[config.mk]
export PLATFORM = sky130hd
export DESIGN_NAME = html_token_lexer
export DESIGN_NICKNAME = d
export VERILOG_FILES = /design/src/hdl/htl_pkg.sv /design/src/hdl/htl_front.sv /design/src/hdl/htl_queue.sv /design/src/hdl/htl_back.sv /design/src/hdl/html_token_lexer.sv
export SDC_FILE = /design/constraint.sdc
export NUM_CORES = 1
export LEC_CHECK = 0
export ABC_AREA = 1
export BUFFER_PORTS_ARGS = -buffer_cell sky130_fd_sc_hd__buf_2
export CORE_AREA = 4 4 128 155
export DETAILED_ROUTE_END_ITERATION = 12
export DIE_AREA = 0 0 132 159
export SYNTH_ARGS = -nofsm -noshare
export SYNTH_HDL_FRONTEND = slang
export SYNTH_SLANG_ARGS = --single-unit
[constraint.sdc]
create_clock -name clk -period 2.69 [get_ports clk]
set_input_delay 0.1345 -clock clk [delete_from_list [all_inputs] [get_ports clk]]
set_output_delay 0.1345 -clock clk [all_outputs]
set_load 0.01 [all_outputs]
[src/hdl/htl_pkg.sv]
// Shared types, token codes and character class functions for the HTML token lexer.
package htl_pkg;

  localparam logic [3:0] KIND_IDENT       = 4'd0;
  localparam logic [3:0] KIND_VALUE       = 4'd1;
  localparam logic [3:0] KIND_DATA        = 4'd2;
  localparam logic [3:0] KIND_EQUALS      = 4'd3;
  localparam logic [3:0] KIND_OPEN        = 4'd4;
  localparam logic [3:0] KIND_OPEN_SLASH  = 4'd5;
  localparam logic [3:0] KIND_CLOSE       = 4'd6;
  localparam logic [3:0] KIND_SLASH_CLOSE = 4'd7;
  localparam logic [3:0] KIND_ERROR       = 4'd8;
  localparam logic [3:0] KIND_END         = 4'd9;

  localparam logic [7:0] CH_EQUALS = 8'h3D;
  localparam logic [7:0] CH_SLASH  = 8'h2F;
  localparam logic [7:0] CH_LT     = 8'h3C;
  localparam logic [7:0] CH_GT     = 8'h3E;
  localparam logic [7:0] CH_QUOTE  = 8'h22;
  localparam logic [7:0] CH_SPACE  = 8'h20;
  localparam logic [7:0] CH_DOT    = 8'h2E;
  localparam logic [7:0] CH_SEMI   = 8'h3B;
  localparam logic [7:0] CH_AMP    = 8'h26;
  localparam logic [7:0] CH_UNDER  = 8'h5F;
  localparam logic [7:0] CH_DASH   = 8'h2D;

  // Queue between the classifier and the output stage.
  localparam int QDEPTH = 4;
  localparam int QPTR_W = $clog2(QDEPTH);

  typedef struct packed {
    logic [3:0] kind;
    logic [7:0] ch;
    logic       cv;
    logic       tend;
  } result_t;

  // Up to two results caused by one input byte.
  typedef struct packed {
    logic    two;
    result_t r0;
    result_t r1;
  } entry_t;

  function automatic logic is_letter(input logic [7:0] c, input logic ext);
    logic plain;
    plain = (c >= 8'h41 && c <= 8'h5A) || (c >= 8'h61 && c <= 8'h7A);
    return plain || (ext && (c >= 8'hC0 || c == 8'hA8 || c == 8'hB8));
  endfunction

  function automatic logic is_digit(input logic [7:0] c);
    return c >= 8'h30 && c <= 8'h39;
  endfunction

  function automatic logic is_significant(input logic [7:0] c);
    return (c > 8'h20 && c < 8'h7F) || c >= 8'h80;
  endfunction

  function automatic result_t mk_result(input logic [3:0] kind, input logic [7:0] ch,
                                        input logic cv);
    result_t r;
    r.kind = kind;
    r.ch   = cv ? ch : 8'h00;
    r.cv   = cv;
    r.tend = ~cv;
    return r;
  endfunction

endpackage

[src/hdl/htl_front.sv]
// Front end: lexer state, byte classification and result pair generation.
module htl_front (
  input  logic            clk,
  input  logic            rst_n,
  input  logic            cfg_write_en,
  input  logic            cfg_extended_letters,
  input  logic            accept,
  input  logic [7:0]      data_byte,
  input  logic            end_of_stream,
  output logic            push,
  output htl_pkg::entry_t entry
);

  localparam logic [2:0] M_START      = 3'd0;
  localparam logic [2:0] M_HALF_SLASH = 3'd1;
  localparam logic [2:0] M_QUOTED     = 3'd2;
  localparam logic [2:0] M_UNQUOTED   = 3'd3;
  localparam logic [2:0] M_DATA       = 3'd4;
  localparam logic [2:0] M_IDENT      = 3'd5;
  localparam logic [2:0] M_OPEN       = 3'd6;
  localparam logic [2:0] M_ENDED      = 3'd7;

  typedef struct packed {
    logic              has;
    htl_pkg::result_t  res;
    logic [2:0]        mode;
    logic [7:0]        ls;
  } start_t;

  logic [2:0] mode_r, mode_nxt;
  logic [7:0] ls_r, ls_nxt;
  logic       halt_r, halt_nxt;
  logic       ext_r;
  logic       has;
  logic       active;
  start_t     sb;

  // Handling of a byte as seen from the start mode.
  function automatic start_t start_byte(input logic [7:0] c, input logic [7:0] ls,
                                        input logic ext);
    start_t s;
    s.has  = 1'b0;
    s.res  = htl_pkg::mk_result(htl_pkg::KIND_END, 8'h00, 1'b0);
    s.mode = M_START;
    s.ls   = htl_pkg::is_significant(c) ? c : ls;
    if (c == htl_pkg::CH_EQUALS) begin
      s.has = 1'b1;
      s.res = htl_pkg::mk_result(htl_pkg::KIND_EQUALS, 8'h00, 1'b0);
    end else if (c == htl_pkg::CH_SLASH) begin
      s.mode = M_HALF_SLASH;
    end else if (c == htl_pkg::CH_QUOTE) begin
      s.mode = M_QUOTED;
    end else if (c == htl_pkg::CH_LT) begin
      s.mode = M_OPEN;
    end else if (c == htl_pkg::CH_GT) begin
      s.has = 1'b1;
      s.res = htl_pkg::mk_result(htl_pkg::KIND_CLOSE, 8'h00, 1'b0);
    end else if (htl_pkg::is_letter(c, ext) || htl_pkg::is_digit(c) ||
                 c == htl_pkg::CH_DOT || c == htl_pkg::CH_SEMI || c == htl_pkg::CH_AMP) begin
      s.has = 1'b1;
      if (ls == htl_pkg::CH_EQUALS) begin
        s.mode = M_UNQUOTED;
        s.res  = htl_pkg::mk_result(htl_pkg::KIND_VALUE, c, 1'b1);
      end else if (ls == htl_pkg::CH_GT) begin
        s.mode = M_DATA;
        s.res  = htl_pkg::mk_result(htl_pkg::KIND_DATA, c, 1'b1);
      end else begin
        s.mode = M_IDENT;
        s.res  = htl_pkg::mk_result(htl_pkg::KIND_IDENT, c, 1'b1);
      end
    end
    return s;
  endfunction

  assign active = ~halt_r && (mode_r != M_ENDED);

  always_comb begin
    sb       = start_byte(data_byte, ls_r, ext_r);
    mode_nxt = mode_r;
    ls_nxt   = ls_r;
    halt_nxt = halt_r;
    has      = 1'b0;
    entry    = '0;
    unique case (mode_r)
      M_HALF_SLASH: begin
        has = 1'b1;
        if (!end_of_stream && data_byte == htl_pkg::CH_GT) begin
          entry.r0 = htl_pkg::mk_result(htl_pkg::KIND_SLASH_CLOSE, 8'h00, 1'b0);
          ls_nxt   = htl_pkg::CH_GT;
          mode_nxt = M_START;
        end else begin
          entry.r0 = htl_pkg::mk_result(htl_pkg::KIND_ERROR, 8'h00, 1'b0);
          halt_nxt = 1'b1;
        end
      end
      M_QUOTED: begin
        has = 1'b1;
        if (end_of_stream) begin
          entry.r0 = htl_pkg::mk_result(htl_pkg::KIND_ERROR, 8'h00, 1'b0);
          halt_nxt = 1'b1;
        end else if (data_byte == htl_pkg::CH_QUOTE) begin
          entry.r0 = htl_pkg::mk_result(htl_pkg::KIND_VALUE, 8'h00, 1'b0);
          ls_nxt   = htl_pkg::CH_QUOTE;
          mode_nxt = M_START;
        end else begin
          entry.r0 = htl_pkg::mk_result(htl_pkg::KIND_VALUE, data_byte, 1'b1);
          if (htl_pkg::is_significant(data_byte)) ls_nxt = data_byte;
        end
      end
      M_UNQUOTED: begin
        has = 1'b1;
        if (end_of_stream) begin
          entry.r0 = htl_pkg::mk_result(htl_pkg::KIND_ERROR, 8'h00, 1'b0);
          halt_nxt = 1'b1;
        end else if (data_byte == htl_pkg::CH_SPACE) begin
          entry.r0 = htl_pkg::mk_result(htl_pkg::KIND_VALUE, 8'h00, 1'b0);
          mode_nxt = M_START;
        end else if (data_byte == htl_pkg::CH_GT) begin
          entry.r0  = htl_pkg::mk_result(htl_pkg::KIND_VALUE, 8'h00, 1'b0);
          entry.two = sb.has;
          entry.r1  = sb.res;
          mode_nxt  = sb.mode;
          ls_nxt    = sb.ls;
        end else begin
          entry.r0 = htl_pkg::mk_result(htl_pkg::KIND_VALUE, data_byte, 1'b1);
          if (htl_pkg::is_significant(data_byte)) ls_nxt = data_byte;
        end
      end
      M_DATA: begin
        has = 1'b1;
        if (end_of_stream) begin
          entry.r0 = htl_pkg::mk_result(htl_pkg::KIND_ERROR, 8'h00, 1'b0);
          halt_nxt = 1'b1;
        end else if (data_byte == htl_pkg::CH_LT) begin
          entry.r0  = htl_pkg::mk_result(htl_pkg::KIND_DATA, 8'h00, 1'b0);
          entry.two = sb.has;
          entry.r1  = sb.res;
          mode_nxt  = sb.mode;
          ls_nxt    = sb.ls;
        end else begin
          entry.r0 = htl_pkg::mk_result(htl_pkg::KIND_DATA, data_byte, 1'b1);
          if (htl_pkg::is_significant(data_byte)) ls_nxt = data_byte;
        end
      end
      M_IDENT: begin
        has = 1'b1;
        if (end_of_stream) begin
          entry.r0  = htl_pkg::mk_result(htl_pkg::KIND_IDENT, 8'h00, 1'b0);
          entry.two = 1'b1;
          entry.r1  = htl_pkg::mk_result(htl_pkg::KIND_END, 8'h00, 1'b0);
          mode_nxt  = M_ENDED;
        end else if (htl_pkg::is_letter(data_byte, ext_r) || htl_pkg::is_digit(data_byte) ||
                     data_byte == htl_pkg::CH_DOT || data_byte == htl_pkg::CH_UNDER ||
                     data_byte == htl_pkg::CH_DASH) begin
          entry.r0 = htl_pkg::mk_result(htl_pkg::KIND_IDENT, data_byte, 1'b1);
          ls_nxt   = data_byte;
        end else begin
          entry.r0  = htl_pkg::mk_result(htl_pkg::KIND_IDENT, 8'h00, 1'b0);
          entry.two = sb.has;
          entry.r1  = sb.res;
          mode_nxt  = sb.mode;
          ls_nxt    = sb.ls;
        end
      end
      M_OPEN: begin
        has = 1'b1;
        if (end_of_stream) begin
          entry.r0  = htl_pkg::mk_result(htl_pkg::KIND_OPEN, 8'h00, 1'b0);
          entry.two = 1'b1;
          entry.r1  = htl_pkg::mk_result(htl_pkg::KIND_END, 8'h00, 1'b0);
          mode_nxt  = M_ENDED;
        end else if (data_byte == htl_pkg::CH_SLASH) begin
          entry.r0 = htl_pkg::mk_result(htl_pkg::KIND_OPEN_SLASH, 8'h00, 1'b0);
          ls_nxt   = htl_pkg::CH_SLASH;
          mode_nxt = M_START;
        end else begin
          entry.r0  = htl_pkg::mk_result(htl_pkg::KIND_OPEN, 8'h00, 1'b0);
          entry.two = sb.has;
          entry.r1  = sb.res;
          mode_nxt  = sb.mode;
          ls_nxt    = sb.ls;
        end
      end
      M_ENDED: begin
        has = 1'b0;
      end
      default: begin
        if (end_of_stream) begin
          has      = 1'b1;
          entry.r0 = htl_pkg::mk_result(htl_pkg::KIND_END, 8'h00, 1'b0);
          mode_nxt = M_ENDED;
        end else begin
          has      = sb.has;
          entry.r0 = sb.res;
          mode_nxt = sb.mode;
          ls_nxt   = sb.ls;
        end
      end
    endcase
  end

  assign push = accept && active && has;

  always_ff @(posedge clk) begin
    if (!rst_n) begin
      mode_r <= M_START;
      ls_r   <= 8'h00;
      halt_r <= 1'b0;
      ext_r  <= 1'b1;
    end else begin
      if (accept && active) begin
        mode_r <= mode_nxt;
        ls_r   <= ls_nxt;
        halt_r <= halt_nxt;
      end
      if (cfg_write_en) ext_r <= cfg_extended_letters;
    end
  end

endmodule

[src/hdl/htl_queue.sv]
// Small FIFO of result pairs between the front end and the output stage.
module htl_queue (
  input  logic            clk,
  input  logic            rst_n,
  input  logic            push,
  input  htl_pkg::entry_t wdata,
  output logic            full,
  input  logic            pop,
  output logic            empty,
  output htl_pkg::entry_t rdata
);

  htl_pkg::entry_t          mem_r [htl_pkg::QDEPTH];
  logic [htl_pkg::QPTR_W-1:0] wptr_r, rptr_r;
  logic [htl_pkg::QPTR_W:0]   cnt_r, cnt_nxt;

  assign full  = (cnt_r == (htl_pkg::QPTR_W+1)'(htl_pkg::QDEPTH));
  assign empty = (cnt_r == '0);
  assign rdata = mem_r[rptr_r];

  always_comb begin
    cnt_nxt = cnt_r;
    if (push && !pop) cnt_nxt = cnt_r + 1'b1;
    else if (pop && !push) cnt_nxt = cnt_r - 1'b1;
  end

  always_ff @(posedge clk) begin
    if (push) mem_r[wptr_r] <= wdata;
  end

  always_ff @(posedge clk) begin
    if (!rst_n) begin
      wptr_r <= '0;
      rptr_r <= '0;
      cnt_r  <= '0;
    end else begin
      if (push) wptr_r <= wptr_r + 1'b1;
      if (pop) rptr_r <= rptr_r + 1'b1;
      cnt_r <= cnt_nxt;
    end
  end

endmodule

[src/hdl/htl_back.sv]
// Output stage: splits result pairs into single transfers and holds the output register.
module htl_back (
  input  logic            clk,
  input  logic            rst_n,
  input  logic            q_empty,
  input  htl_pkg::entry_t q_data,
  output logic            q_pop,
  output logic            out_valid,
  input  logic            out_stall,
  output logic [3:0]      out_token_kind,
  output logic [7:0]      out_char_out,
  output logic            out_char_valid,
  output logic            out_token_end,
  output logic            out_last
);

  logic             valid_r;
  logic             sel_r;
  logic             load;
  logic             is_last;
  htl_pkg::result_t res_r, res_nxt;
  logic             last_r;

  assign load    = !q_empty && (!valid_r || !out_stall);
  assign res_nxt = sel_r ? q_data.r1 : q_data.r0;
  assign is_last = sel_r || !q_data.two;
  assign q_pop   = load && is_last;

  always_ff @(posedge clk) begin
    if (!rst_n) begin
      valid_r <= 1'b0;
      sel_r   <= 1'b0;
    end else begin
      if (load) begin
        valid_r <= 1'b1;
        sel_r   <= ~is_last;
      end else if (!out_stall) begin
        valid_r <= 1'b0;
      end
    end
  end

  always_ff @(posedge clk) begin
    if (load) begin
      res_r  <= res_nxt;
      last_r <= is_last;
    end
  end

  assign out_valid      = valid_r;
  assign out_token_kind = res_r.kind;
  assign out_char_out   = res_r.ch;
  assign out_char_valid = res_r.cv;
  assign out_token_end  = res_r.tend;
  assign out_last       = last_r;

endmodule

[src/hdl/html_token_lexer.sv]
// Top level of the byte-serial HTML token lexer.
//
//   channel  | direction | handshake          | payload
//   ---------+-----------+--------------------+-------------------------------------------
//   in_      | input     | in_valid/in_stall  | data_byte, end_of_stream
//   out_     | output    | out_valid/out_stall| token_kind, char_out, char_valid,
//            |           |                    | token_end, last
//   cfg_     | input     | cfg_write_en       | extended_letters
//
// One input byte is accepted per cycle while the four-entry result queue has room.
// Each byte yields zero, one or two results; the output stage sends one result per
// cycle while out_stall is low, so a byte that yields two results takes two transfers.
// The first result of a byte goes through the queue write and then the output register
// before it is offered on out_; a stall on the output can hold it back in the queue.
// Reset is synchronous and active low; it restores the start mode and enables cp1251 letters.
// A stall on the output only fills the queue; the input stalls once the queue is full.
module html_token_lexer (
  input  logic       clk,
  input  logic       rst_n,
  input  logic       cfg_write_en,
  input  logic       cfg_extended_letters,
  input  logic       in_valid,
  output logic       in_stall,
  input  logic [7:0] in_data_byte,
  input  logic       in_end_of_stream,
  output logic       out_valid,
  input  logic       out_stall,
  output logic [3:0] out_token_kind,
  output logic [7:0] out_char_out,
  output logic       out_char_valid,
  output logic       out_token_end,
  output logic       out_last
);

  logic            accept;
  logic            push;
  logic            q_full;
  logic            q_empty;
  logic            q_pop;
  htl_pkg::entry_t push_entry;
  htl_pkg::entry_t head_entry;

  // The input is held off only by a full queue; a halted or ended lexer still
  // takes transfers and simply drops them.
  assign in_stall = q_full;
  assign accept   = in_valid && !q_full;

  // The front end keeps the lexer mode, the last significant byte and the halt
  // flag, and turns each byte into up to two results (pushed-back bytes are
  // handled in the same cycle by a second result).
  htl_front u_front (
    .clk                  (clk),
    .rst_n                (rst_n),
    .cfg_write_en         (cfg_write_en),
    .cfg_extended_letters (cfg_extended_letters),
    .accept               (accept),
    .data_byte            (in_data_byte),
    .end_of_stream        (in_end_of_stream),
    .push                 (push),
    .entry                (push_entry)
  );

  // The queue decouples classification from output back-pressure.
  htl_queue u_queue (
    .clk   (clk),
    .rst_n (rst_n),
    .push  (push),
    .wdata (push_entry),
    .full  (q_full),
    .pop   (q_pop),
    .empty (q_empty),
    .rdata (head_entry)
  );

  // The back end serializes each pair and marks the final result of a byte.
  htl_back u_back (
    .clk            (clk),
    .rst_n          (rst_n),
    .q_empty        (q_empty),
    .q_data         (head_entry),
    .q_pop          (q_pop),
    .out_valid      (out_valid),
    .out_stall      (out_stall),
    .out_token_kind (out_token_kind),
    .out_char_out   (out_char_out),
    .out_char_valid (out_char_valid),
    .out_token_end  (out_token_end),
    .out_last       (out_last)
  );

endmodule

# Yosys cells after proc, flatten, opt, wreduce, memory -nomap -nowiden
# Memory sizes are Yosys's and may differ from the RTL's. A register that Yosys moved wholly into a read port is not among the register bits.
# Index checks and enable logic that the tools add are counted.
dict set report word_totals {
  word_cells 197
  ram_bits 116
  out_inout_bits 17
  mem_count 1
  register_bits 37
}
# memory words word_bits read_ports rd_clocked_by_memory_dff write_ports line
set mem_list {}
lappend mem_list {u_queue.mem_r 4 29 1 1 1 htl_queue.sv:13} ;# htl_pkg::entry_t mem_r [htl_pkg::QDEPTH];
dict set report op_classes {
  reduce_logical 43
  n_eq_ne 39
  muxes 83
  addsub 4
  magnitude_cmp 10
  n_bitwise 3
}
# operator n
set op_table {}
lappend op_table {{two-way mux 14 bit} 14}
lappend op_table {{two-way mux 15 bit} 7}
lappend op_table {{case mux 14 bit (7 select lines)} 1}
lappend op_table {{equality test 8 x 6 -> 1 bit (second input constant)} 12}
lappend op_table {{two-way mux 8 bit} 11}
lappend op_table {{two-way mux 3 bit} 20}
lappend op_table {{two-way mux 29 bit} 2}
lappend op_table {{case mux 14 bit (4 select lines)} 1}
lappend op_table {{case mux 8 bit (6 select lines)} 1}
lappend op_table {{two-way mux 10 bit} 4}
lappend op_table {{case mux 3 bit (7 select lines)} 1}
lappend op_table {{two-way mux 18 bit} 1}
lappend op_table {{equality test 8 bit (second input constant)} 2}
lappend op_table {{greater-or-equal comparator 8 x 7 -> 1 bit (second input constant)} 2}
lappend op_table {{greater-or-equal comparator 8 bit (second input constant)} 2}
lappend op_table {{less-or-equal comparator 8 x 7 -> 1 bit (second input constant)} 2}
lappend op_table {{equality test 3 bit (second input constant)} 5}
lappend op_table {{logical AND 1 bit} 14}
lappend op_table {{two-way mux 1 bit} 14}
lappend op_table {{inequality test 2 bit (second input constant)} 7}
lappend op_table {{logical OR 1 bit} 13}
lappend op_table {{two-way mux 11 bit} 1}
lappend op_table {{inequality test 2 x 1 -> 1 bit (second input constant)} 5}
lappend op_table {{AND reduction 10 bit} 1}
lappend op_table {{24 further kinds} 39}

# Longest topological paths before layout
dict set report logic_depth {
  word_depth 22
  ltp_mapped 21
  ltp_nobuf 20
}

# Hierarchy
# From an unflattened synthesis, not the netlist that was laid out.
dict set report hier_totals {
  cells_unflattened 732
  area_unflattened_um2 7359.6
}
# mod area_each_um2 instances seq_area_each_um2 cells_each
set by_module_without_submodules {}
lappend by_module_without_submodules {htl_queue 4897.2 1 3663.5 339}
lappend by_module_without_submodules {htl_front 1689.1 1 260.2 316}
lappend by_module_without_submodules {htl_back 763.2 1 490.5 75}
lappend by_module_without_submodules {html_token_lexer 10.0 1 0.0 2}

# Worst setup path after synthesis
# Ideal clock, no wire load.
dict set report synth_path {
  path_type {input-to-reg}
  startpoint {in in_data_byte[6]}
  endpoint {mem u_queue.mem_r[0][0] in the netlist's numbering (enable)}
  slack_ns -0.120
  setup_time_ns 0.415
  arrival_time_ns 2.395
  stages 12
  t_required_ns 2.275
  n_path_buf 1
  cell_sequence {buf_6 -> nor2_4 -> nand2_2 -> nor2_4 -> inv_2 -> nor2_8 -> inv_1 -> nand3_2 -> nor2_2 -> nand3_2 -> nand2_1 -> nor2_1}
}
dict set report synth_via {
  elab_chain_cells 20
}
# item line
set synth_rtl {}
lappend synth_rtl {{start, declared} html_token_lexer.sv:24} ;# input logic [7:0] in_data_byte,
lappend synth_rtl {{greater-or-equal comparator 8 bit / equality test 8 bit (equally long branches)} htl_pkg.sv:48} ;# return plain || (ext && (c >= 8'hC0 || c == 8'hA8 || c == 8'hB8));
lappend synth_rtl {{logical OR 1 bit (2 in a row)} htl_pkg.sv:48}
lappend synth_rtl {{logical AND 1 bit} htl_pkg.sv:48}
lappend synth_rtl {{logical OR 1 bit} htl_pkg.sv:48}
lappend synth_rtl {{logical OR 1 bit (2 in a row)} htl_front.sv:58} ;# end else if (htl_pkg::is_letter(c, ext) || htl_pkg::is_digit(c) ||
lappend synth_rtl {{logical OR 1 bit (2 in a row)} htl_front.sv:59} ;# c == htl_pkg::CH_DOT || c == htl_pkg::CH_SEMI || c == htl_pkg::CH_AMP) begin
lappend synth_rtl {{two-way mux 18 bit} htl_front.sv:58}
lappend synth_rtl {{two-way mux 15 bit} htl_front.sv:55} ;# end else if (c == htl_pkg::CH_GT) begin
lappend synth_rtl {{two-way mux 15 bit} htl_front.sv:53} ;# end else if (c == htl_pkg::CH_LT) begin
lappend synth_rtl {{two-way mux 15 bit} htl_front.sv:51} ;# end else if (c == htl_pkg::CH_QUOTE) begin
lappend synth_rtl {{two-way mux 15 bit} htl_front.sv:49} ;# end else if (c == htl_pkg::CH_SLASH) begin
lappend synth_rtl {{two-way mux 15 bit *} htl_front.sv:46} ;# if (c == htl_pkg::CH_EQUALS) begin
lappend synth_rtl {{two-way mux 1 bit *} htl_front.sv:188} ;# if (end_of_stream) begin
lappend synth_rtl {{case mux 1 bit (2 select lines) *} htl_front.sv:84} ;# unique case (mode_r)
lappend synth_rtl {{logical AND 1 bit *} htl_front.sv:202} ;# assign push = accept && active && has;
lappend synth_rtl {{two-way mux 1 bit *} htl_queue.sv:28} ;# if (push) mem_r[wptr_r] <= wdata;
lappend synth_rtl {{two-way mux 1 bit (not written as such) *} htl_queue.sv:28}
lappend synth_rtl {{end, declared} htl_queue.sv:13}
# Mark *: on every way between the ends. The rest lies on a longest branch, timed or not.

==> impl_metrics.toml <==
[sta]
holdWs_ps = 78.1
finalSetupViolCount = 0
fin_crit_ps = 2220
maxSlewViolCount = 0
relSlewSlack_pct = 59.6
rsz0062_at_grt = "false"
hold_viol = 0
worstMarginPinSlew_ps = 606
fin_crit_sh_pct = 82.6
skew_ps = 9.91
clock.fmax_mhz = 450

[die]
die_width_um = 132
placementRows = 54
ios = 32
initial_core_util_pct = 39.6
die_h_um = 159
core_area_mm2 = 0.0182
die_area_mm2 = 0.0210

[synth]
synth_compound_area_share_pct = 13.2
syn-num-nets = 761
synthMuxAreaShare_pct = 0
synth_xor_area_share_pct = 0
ys_warn_count = 0
syn_avg_cell_area_um2 = 9.73
synth_edf_count = 131
syn_area_mm2 = 0.00720
yosys.area_share.simple_pct = 18.6
synthAdderAreaFrac_pct = 1.15
ys_ff_latch = 155
yosysUniqueCellTypes = 39
synth_top_family_by_area = "simple AND/OR/NAND/NOR gates"
async_flop_share_pct = 0
ys.flop_type = "edfxtp_1"
ys_seq_area_share_pct = 61.3
syn_inst = 740

[power_and_ir_drop]
power_density_mw_per_mm2 = 1090
leakage_nw = 3.26
vdd_drop_max_mv = 0.557

[placed_design]
port_buffers = 31
gp_congestion = 0.951
hpwl_mm = 11.3

[clock_network]
clockRootBuffer = "clkbuf_16"
clock-sinks = 155
clk_path_buf_depth = 2
numCtsBuffers = 17
cts_tree = "yes"
clkSlewWorstSetupHoldPaths_ps = 60
h-tree-depth = 4
cts_setup_buffers = 0
clk_latency_ps = 420

[setup_path]
critPathLaunchType = "flip-flop"
critPathKind = "reg2reg"
cp-end-kind = "flip-flop"
arrival_ps = 2580
slowest_stage = "dfxtp_1"
max_stage_delay_ps = 480
cp_common_cell = "nand2_1"
worstPathMaxFanout = 7
cp_cell_sequence = "o21ai_0, o22ai_1, nand2_1, nand2_1, ha_1, inv_1, fa_1, nor2_1, nor2_1, nand2_1, o21ai_0, a21oi_1"
cpLargestDelayFamily = "adder cells"
crit_required_ps = 3050
critPathBufInv = 1

[grt]
overflow = 0
grt_max_degree = 57
grt_pass1_vias = 5205
antenna_found_initial = 0
grt_pass1_wl_mm = 27.3
globalRouteTotalUtil_pct = 16.6

[worst_hold_path]
worstHoldStart = "rst_n"
hold_class = "in2reg"

[drt]
drc_errors = 0
routed_wl_mm = 17.0
dr.pass1.iters = 5
postRouteAntennaNets = 0
vias = 5350
first_iter_violations = 460
routedWlPerCell_um = 16.7
vias_per_cell = 5.26

[finish]
area_delta_synth_final_pct = 15.3
nets = 802
drive_above_1_share_pct = 15.2
finish.utilization_pct = 45.7
mostFrequentLayoutCells = "138 x nor2_1, 131 x edfxtp_1, 95 x nand2_1"
final_common_cell = "nor2_1"
diodes = 0

[status]
status = "finished, final reports clean"

[job]
max-cap-violations = 0
-- worst reg2reg max path, cell delays in order, from the launching register on --
cell and delay [ps]:
dfxtp_1 480, o21ai_0 150, o22ai_1 200, nand2_1 130, nand2_1 110, ha_1 140, inv_1 70, fa_1 450
nor2_1 120, nor2_1 40, nand2_1 70, o21ai_0 70, a21oi_1 130
-- layout make-up --
class                           count  area, um2
Clock buffer                       17        425
Clock inverter                     15        149
Fill cell                        1716       9870
Inverter                           74        278
Multi-Input combinational cell    481       2390
Sequential cell                   155       4420
Tap cell                          224        280
Timing Repair Buffer               52        368
-- registers in the layout, summed over array words and instances (netlist names), named ones only --
signal	flops
u_front.ext_r	1
u_queue.wptr_r	2
u_back.out_char_out	8
u_queue.rptr_r	2
u_back.out_valid	1
u_front.halt_r	1
u_front.ls_r	8
u_back.out_char_valid	1
u_queue.mem_r	116
u_back.out_token_kind	4
u_back.out_token_end	1
u_queue.cnt_r	3
u_front.mode_r	3
u_back.out_last	1
u_back.sel_r	1
-- cells in the mapped netlist, drive strengths merged, types with 2 or more instances --
cell type | count | area, um2
o21ai | 84 | 420
nor2 | 149 | 606
o22ai | 15 | 93.8
o31ai | 7 | 52.6
a31oi | 17 | 106
nand3 | 34 | 195
buf | 9 | 56.3
o311ai | 2 | 17.5
nor3 | 8 | 45.0
a21oi | 38 | 198
nand4 | 8 | 65.1
inv | 74 | 278
edfxtp | 131 | 3930
nand2 | 104 | 423
clkbuf | 21 | 78.8
ha | 5 | 62.6
dfxtp | 24 | 480
o211ai | 2 | 15.0
o2111ai | 2 | 17.5
-- metrics by stage --
step	instances	power [mW]	TNS [ps]	setup slack (ps)	instance area [um2]
after floorplan	740	5.70	-13930	-120	7200
after global placement	984	6.76	0	207	7710
after detailed placement	984	6.81	0	130	7710
after CTS	1018	9.14	0	439	8310
after global routing	1018	9.63	0	253	8310
final	1018	9.04	0	469	8310
-- report_power, final --
part | switching [mW] | internal, mW
Clock | 0.950 | 1.36
Sequential | 0.169 | 3.42
Combinational | 2.16 | 0.977
Total | 3.28 | 5.76
-- routing by layer --
layer / share of wire [%] / track usage, %
met5: 0 / 0
met4: 1.9 / 5.78
met3: 4.5 / 3.22
met2: 53 / 30.3
met1: 41 / 19.3
-- cell families (layout without fill, tap and decap cells) --
family,Yosys count,after routing
AND/OR/NAND/NOR,304,304
AO/OA/AOI/OAI,171,171
flip-flops,155,155
buffers and inverters,104,158
adder cells (fa/ha/maj),6,6
-- path summary, 6_finish.rpt --
kind                       to  slack, ps  cells after the start
max reg2reg  u_queue.cnt_r[2]        470                     12
min reg2reg    u_front.halt_r        460                      2
min           u_front.ls_r[6]         80                      3
max          u_queue.cnt_r[2]        470                     12
-- what timing repair did --
item,4_1_cts,5_1_grt
endpoints found under the hold margin,1,0
gates resized for setup,0,0
hold buffers,2,0
setup endpoints to repair,0,0
Note: power is estimated with default switching activity, not from simulation.
